File: src/hw/rtl/yin_pkg.sv
// ----------------------------------------------------------------------------
// yin_pkg
// types and constants of the yin pitch detector
// ----------------------------------------------------------------------------
`default_nettype none

package yin_pkg;

  localparam int SR_W = 18;
  localparam logic [SR_W-1:0] SR_RESET = 18'd48000;
  localparam int LAG_W = 10;
  localparam int NORM_DEPTH = 1024;
  localparam int NORM_W = 16;
  localparam logic [11:0] QUIET_PER_SAMPLE = 12'd2416;
  localparam logic [NORM_W-1:0] THRESH_Q = 16'd614;
  localparam logic [NORM_W-1:0] NORM_ONE = 16'd4096;
  localparam logic [NORM_W-1:0] NORM_SAT = 16'hFFFF;
  localparam int LOW_HZ_DIV = 55;
  localparam int HIGH_HZ_DIV = 1200;
  // reciprocals for the lag limits, exact over the whole rate range
  localparam logic [19:0] RECIP_55 = 20'd610081;
  localparam int RECIP_55_SH = 25;
  localparam logic [18:0] RECIP_1200 = 19'd447393;
  localparam int RECIP_1200_SH = 29;
  localparam int FREQ_W = 20;
  localparam logic [FREQ_W-1:0] FREQ_MAX = 20'hFFFFF;
  localparam int DIV_QW = 20;
  localparam int DIV_SW = 5;

  localparam logic [1:0] ST_FOUND  = 2'd0;
  localparam logic [1:0] ST_QUIET  = 2'd1;
  localparam logic [1:0] ST_NARROW = 2'd2;
  localparam logic [1:0] ST_NODIP  = 2'd3;

  typedef enum logic [4:0] {
    S_IDLE, S_GATE, S_LIM55, S_LIM1200, S_RANGE, S_DIFF, S_DRAIN, S_NMUL,
    S_NCHK, S_NDIV, S_NWR, S_SINIT, S_SRCH, S_PDIV, S_FCHK, S_FDIV, S_EMIT
  } state_t;

  typedef struct packed {
    logic              start;
    logic [DIV_SW-1:0] steps;
  } div_ctl_t;

endpackage

`default_nettype wire

File: src/hw/rtl/yin_div.sv
// ----------------------------------------------------------------------------
// yin_div
// restoring divider, one quotient bit per cycle
// ----------------------------------------------------------------------------
`default_nettype none

module yin_div #(
  parameter int NUM_W = 64,
  parameter int DSH_W = 68
) (
  input  logic                       clk,
  input  logic                       rst,
  input  yin_pkg::div_ctl_t          ctl,
  input  logic [NUM_W-1:0]           num,
  input  logic [DSH_W-1:0]           dsh,
  output logic                       done,
  output logic [yin_pkg::DIV_QW-1:0] quot
);

  logic                       busy;
  logic [yin_pkg::DIV_SW-1:0] cnt;
  logic [NUM_W-1:0]           rem;
  logic [DSH_W-1:0]           dsh_r;
  logic                       ge;

  // divisor arrives pre-shifted so that the quotient fits in steps bits
  assign ge = DSH_W'(rem) >= dsh_r;

  always_ff @(posedge clk) begin
    if (rst) begin
      busy <= 1'b0;
      cnt  <= '0;
      done <= 1'b0;
    end else begin
      done <= 1'b0;
      if (ctl.start) begin
        busy <= 1'b1;
        cnt  <= ctl.steps;
      end else if (busy) begin
        cnt <= cnt - 1'b1;
        if (cnt == yin_pkg::DIV_SW'(1)) begin
          busy <= 1'b0;
          done <= 1'b1;
        end
      end
    end
  end

  always_ff @(posedge clk) begin
    if (ctl.start) begin
      rem   <= num;
      dsh_r <= dsh;
      quot  <= '0;
    end else if (busy) begin
      if (ge) begin
        rem <= rem - NUM_W'(dsh_r);
      end
      quot  <= {quot[yin_pkg::DIV_QW-2:0], ge};
      dsh_r <= dsh_r >> 1;
    end
  end

endmodule

`default_nettype wire

File: config.mk
export PLATFORM = sky130hd
export DESIGN_NAME = yin_div
export DESIGN_NICKNAME = d
export VERILOG_FILES = /design/src/hw/rtl/yin_pkg.sv /design/src/hw/rtl/yin_div.sv
export SDC_FILE = /design/constraint.sdc
export NUM_CORES = 1
export LEC_CHECK = 0
export BUFFER_PORTS_ARGS = -buffer_cell sky130_fd_sc_hd__buf_4
export CAP_MARGIN = 15
export CORE_UTILIZATION = 30
export DETAILED_ROUTE_END_ITERATION = 8
export GPL_TIMING_DRIVEN = 0
export MAX_ROUTING_LAYER = met4
export SLEW_MARGIN = 20
export SYNTH_ARGS = -nofsm -noshare
export SYNTH_HDL_FRONTEND = slang
export SYNTH_SLANG_ARGS = --single-unit
File: constraint.sdc
create_clock -name clk -period 5.75 [get_ports clk]
set_clock_uncertainty 0.05 [all_clocks]
set_input_delay 0.8625 -clock clk [delete_from_list [all_inputs] [get_ports clk]]
set_output_delay 0.8625 -clock clk [all_outputs]
set_load 0.02 [all_outputs]
==> tab_implementation.tex <==
\begin{tabular}{lr}
\hline
Metric & Value \\
\hline
\multicolumn{2}{l}{\textbf{Synthesis}} \\
\quad Post-synthesis sequential element count & 159 \\
\quad Part of the Yosys area used for sequential elements & 0.428 \\
\quad Most frequently used flop master after synthesis & sky130\_fd\_sc\_hd\_\_edfxtp\_1 \\
\quad Most common cell in the synthesized netlist & sky130\_fd\_sc\_hd\_\_nand2\_1 \\
\quad Combined area of all synthesized cells & 10500 um\^{}2 \\
\quad Count of mapped cells out of synthesis & 1186 \\
\quad Post-synthesis cell type with the largest combined area & sky130\_fd\_sc\_hd\_\_edfxtp\_1 \\
\quad Share of the synthesized area in the top cell type & 0.376 \\
\quad Warnings, synthesis & 0 \\
\quad Commonest cells in the synthesized netlist & sky130\_fd\_sc\_hd\_\_nand2\_1 (186), sky130\_fd\_sc\_hd\_\_o21ai\_0 (147), sky130\_fd\_sc\_hd\_\_edfxtp\_1 (132), sky130\_fd\_sc\_hd\_\_a21oi\_1 (90), sky130\_fd\_sc\_hd\_\_inv\_1 (82) \\
\quad Post-synthesis async set-or-reset flop share & 0 \\
\quad Distinct cells, synth & 76 \\
\quad Average size of a mapped cell & 8.88 um\^{}2 \\
\quad Post-Synthesis Net Count & 1393 \\
\quad Count of flip-flops with a built-in enable after synthesis & 132 \\
\quad Largest cells by area after synthesis & sky130\_fd\_sc\_hd\_\_edfxtp\_1 (38\%), sky130\_fd\_sc\_hd\_\_ha\_1 (7.8\%), sky130\_fd\_sc\_hd\_\_o21ai\_0 (7.0\%) \\
\multicolumn{2}{l}{\textbf{Worst setup path}} \\
\quad Largest stage delay on the critical path & 0.48 ns \\
\quad Crit-path slowest cell & sky130\_fd\_sc\_hd\_\_nand3\_4 \\
\quad Internal reg-to-reg setup slack & 1.73 ns \\
\quad Critical Path Start Type & flip-flop \\
\quad Peak fanout along the critical path & 35 \\
\quad CP delay by family, top & compound AO/OA/AOI/OAI gates \\
\quad CP bufs+invs & 3 \\
\quad CP cell instances & inv\_1 -> ha\_1 -> buf\_2 -> a21oi\_1 -> nor2\_1 -> o31ai\_1 -> a21oi\_1 -> a311oi\_4 -> o31ai\_4 -> a31oi\_4 -> a21bo\_1 -> nand3\_4 -> buf\_12 \\
\quad Worst EP arrival & 4.15 ns \\
\quad Data required, critical path & 5.88 ns \\
\quad Capturing element type of the critical path & flip-flop \\
\quad Library cell appearing most often on the critical path & sky130\_fd\_sc\_hd\_\_a21oi\_1 \\
\quad Critical path class & reg -> reg \\
\multicolumn{2}{l}{\textbf{Power and ir drop}} \\
\quad Proportion of total power due to net switching & 0.366 \\
\quad Static leakage power & 5.32 nW \\
\quad Worst voltage drop across the vdd grid & 184 uV \\
\quad Design internal power & 2.70 mW \\
\quad Power per cell area & 329 nW/um\^{}2 \\
\quad Net load switching power & 1.56 mW \\
\quad Overall Power & 4.26 mW \\
\quad Sequential group share of total power & 0.348 \\
\quad Clock network power share & 0.268 \\
\quad Part of the power in combinational logic & 0.384 \\
\multicolumn{2}{l}{\textbf{STA}} \\
\quad Tightest Pin Transition & 1.09 ns \\
\quad Relative slew slack & 0.271 \\
\quad Final max-slew violation count & 0 \\
\quad Setup repair after global routing missed its margin & no \\
\quad Final critical-path required period & 4.02 ns \\
\quad Post-route fraction of the period consumed by the critical path & 0.699 \\
\quad Total count of hold-check failures in the final report & 0 \\
\quad Highest clock rate & 249 MHz \\
\quad Setup violators final & 0 \\
\multicolumn{2}{l}{\textbf{Die}} \\
\quad Die outline width & 189 um \\
\quad Initial core utilization & 0.305 \\
\quad Total number of placement rows & 68 \\
\quad \# IOs & 161 \\
\quad Vertical extent of the die & 189 um \\
\quad Full die area & 35800 um\^{}2 \\
\quad Core box area & 34500 um\^{}2 \\
\multicolumn{2}{l}{\textbf{Clocking}} \\
\quad Clock Pin Slew Worst Setup and Hold Paths & 0.07 ns \\
\quad Buffers inserted during post-CTS setup optimization & 0 \\
\quad CTS tree & built \\
\quad Resize count post-CTS & 0 \\
\quad Clock latency at the later pin of the worst-skew pair & 0.44 ns \\
\quad Root Buffer & sky130\_fd\_sc\_hd\_\_clkbuf\_16 \\
\quad H-tree depth & 4 \\
\quad CTS max path bufs & 2 \\
\quad Clk sink count & 159 \\
\quad \# hold bufs at CTS & 0 \\
\quad Total CTS buffers & 17 \\
\multicolumn{2}{l}{\textbf{Global routing}} \\
\quad Remaining global-route overflow & 0 \\
\quad Total global routing track utilization & 0.179 \\
\quad Number of antenna violations at the first check in global routing & 0 \\
\quad Number of global-route vias before repair & 9150 \\
\quad Largest net degree at the start of global routing & 49 \\
\quad Global-route wire length before repair & 48500 um \\
\multicolumn{2}{l}{\textbf{Routing}} \\
\quad Total detailed-routing wirelength & 30600 um \\
\quad Met2 wire length & 13300 um \\
\quad Count of routing violations after the opening detailed-route iteration & 534 \\
\quad Met3 wirelength from detailed routing & 1790 um \\
\quad DRC Markers & 0 \\
\quad DRT met1 WL & 14900 um \\
\quad Uppermost metal layer occupied by signal nets & met4 \\
\quad Detailed-router iteration count before antenna repair & 5 \\
\quad Average routed wire per standard cell & 16.7 um \\
\quad Vias & 9141 \\
\quad Final antenna-violating net count & 0 \\
\quad Mean number of vias per cell & 4.98 \\
\multicolumn{2}{l}{\textbf{Min path}} \\
\quad Path category of the worst min-delay check & reg -> reg \\
\multicolumn{2}{l}{\textbf{Placement}} \\
\quad IO Port Bufs & 159 \\
\quad HPWL reported at the end of detailed placement & 23900 um \\
\quad Placed cells & 1802 \\
\quad Final weighted congestion in routability-driven placement & 0.892 \\
\multicolumn{2}{l}{\textbf{Layout}} \\
\quad Fraction of final layout cells with drive strength greater than 1 & 0.167 \\
\quad Multi-input gate area & 5470 um\^{}2 \\
\quad ANT cells & 0 \\
\quad Filler cell count & 3623 \\
\quad Net count reported at finish & 1573 \\
\quad Layout Cells excl Fill & 1834 \\
\quad Post-layout utilization of the core & 0.374 \\
\quad Area delta synth->final & 22.9\% \\
\quad Total area of sequential cells & 4500 um\^{}2 \\
\multicolumn{2}{l}{\textbf{Job}} \\
\quad Reported max-cap violation count & 0 \\
\multicolumn{2}{l}{\textbf{Outcome}} \\
\quad Status & finished clean \\
\hline
\end{tabular}
state kept, by name (all words and copies together), names as in the netlist:
signal  flops
dsh_r      68
quot       20
busy        1
done        1
rem        64
cnt         5
final cells by class:
| cell class | count | share of cell area |
|---|---|---|
| inverter | 83 | 0.0241 |
| tap | 455 | 0.0440 |
| timing repair buffer | 161 | 0.0960 |
| clock buffer | 20 | 0.0378 |
| clock inverter | 12 | 0.00706 |
| sequential | 159 | 0.348 |
| buffer | 65 | 0.0202 |
| multi-input combinational | 879 | 0.423 |
logic make-up (layout without fill, tap and decap cells):
| group | after synthesis | in the layout | synth area share |
|---|---|---|---|
| flops | 159 | 159 | 0.428 |
| mux | 24 | 24 | 0.0234 |
| buf+inv | 148 | 341 | 0.0544 |
| compound gates | 370 | 370 | 0.214 |
| xor+xnor | 57 | 57 | 0.0474 |
| simple gates | 361 | 361 | 0.152 |
| fa+ha+maj | 67 | 67 | 0.0803 |
routing by layer:
metal / track usage / vias up
met1: 0.239 / 4258
met4: 0.0605 / 0
li1: - / 4617
met2: 0.266 / 233
met3: 0.0410 / 33
met5: - / -
tightest hold or removal path: stages, from the launching register on:
cell                      delay (ns)
sky130_fd_sc_hd__dfxtp_1        0.34
sky130_fd_sc_hd__mux2i_1        0.07
sky130_fd_sc_hd__nor2_1         0.07
placed cells by master, fill, tap and decap left out, types with 10 or more instances in the layout:
master,instances
sky130_fd_sc_hd__o21ai_0,147
sky130_fd_sc_hd__xor2_1,26
sky130_fd_sc_hd__nand3_1,15
sky130_fd_sc_hd__nand4_1,23
sky130_fd_sc_hd__dfxtp_1,27
sky130_fd_sc_hd__o21ai_1,19
sky130_fd_sc_hd__xnor2_1,31
sky130_fd_sc_hd__edfxtp_1,132
sky130_fd_sc_hd__buf_4,159
sky130_fd_sc_hd__a21o_1,28
sky130_fd_sc_hd__inv_1,82
sky130_fd_sc_hd__ha_1,66
sky130_fd_sc_hd__nor3_1,20
sky130_fd_sc_hd__nand2_1,186
sky130_fd_sc_hd__o21bai_1,10
sky130_fd_sc_hd__nand2b_1,10
sky130_fd_sc_hd__clkbuf_1,51
sky130_fd_sc_hd__mux2i_1,19
sky130_fd_sc_hd__a31oi_1,12
sky130_fd_sc_hd__a21oi_1,90
sky130_fd_sc_hd__clkbuf_16,19
sky130_fd_sc_hd__nor2_1,70
per-stage QoR:
step | hold slack (ns) | TNS, ns | setup WS (ns) | cell area (um^2)
global route | 0.514 | 0 | 1.45 | 12900
global placement | 0.436 | -42.83 | -0.675 | 12300
finish | 0.471 | 0 | 1.73 | 12900
floorplan | 0.476 | 0 | 1.16 | 10500
detailed placement | 0.459 | 0 | 1.46 | 12400
CTS | 0.477 | 0 | 1.73 | 12900
power groups by stage:
stage | sequential, mW | combinational [mW] | clock, mW
finish | 1.48 | 1.63 | 1.14
detailed placement | 1.51 | 1.62 | 0
floorplan | 1.50 | 1.19 | 0
global route | 1.50 | 1.84 | 1.20
global placement | 1.51 | 1.60 | 0
CTS | 1.48 | 1.63 | 1.16
path summary, 6_finish.rpt:
kind	from	endpoint	depth (start not counted)
hold reg to reg	quot[12]	quot[13]	2
setup / recovery	dsh_r[21]	rem[26]	13
hold / removal	quot[12]	quot[13]	2
setup reg to reg	dsh_r[21]	rem[26]	13
Power figures use the tool's default switching activity.
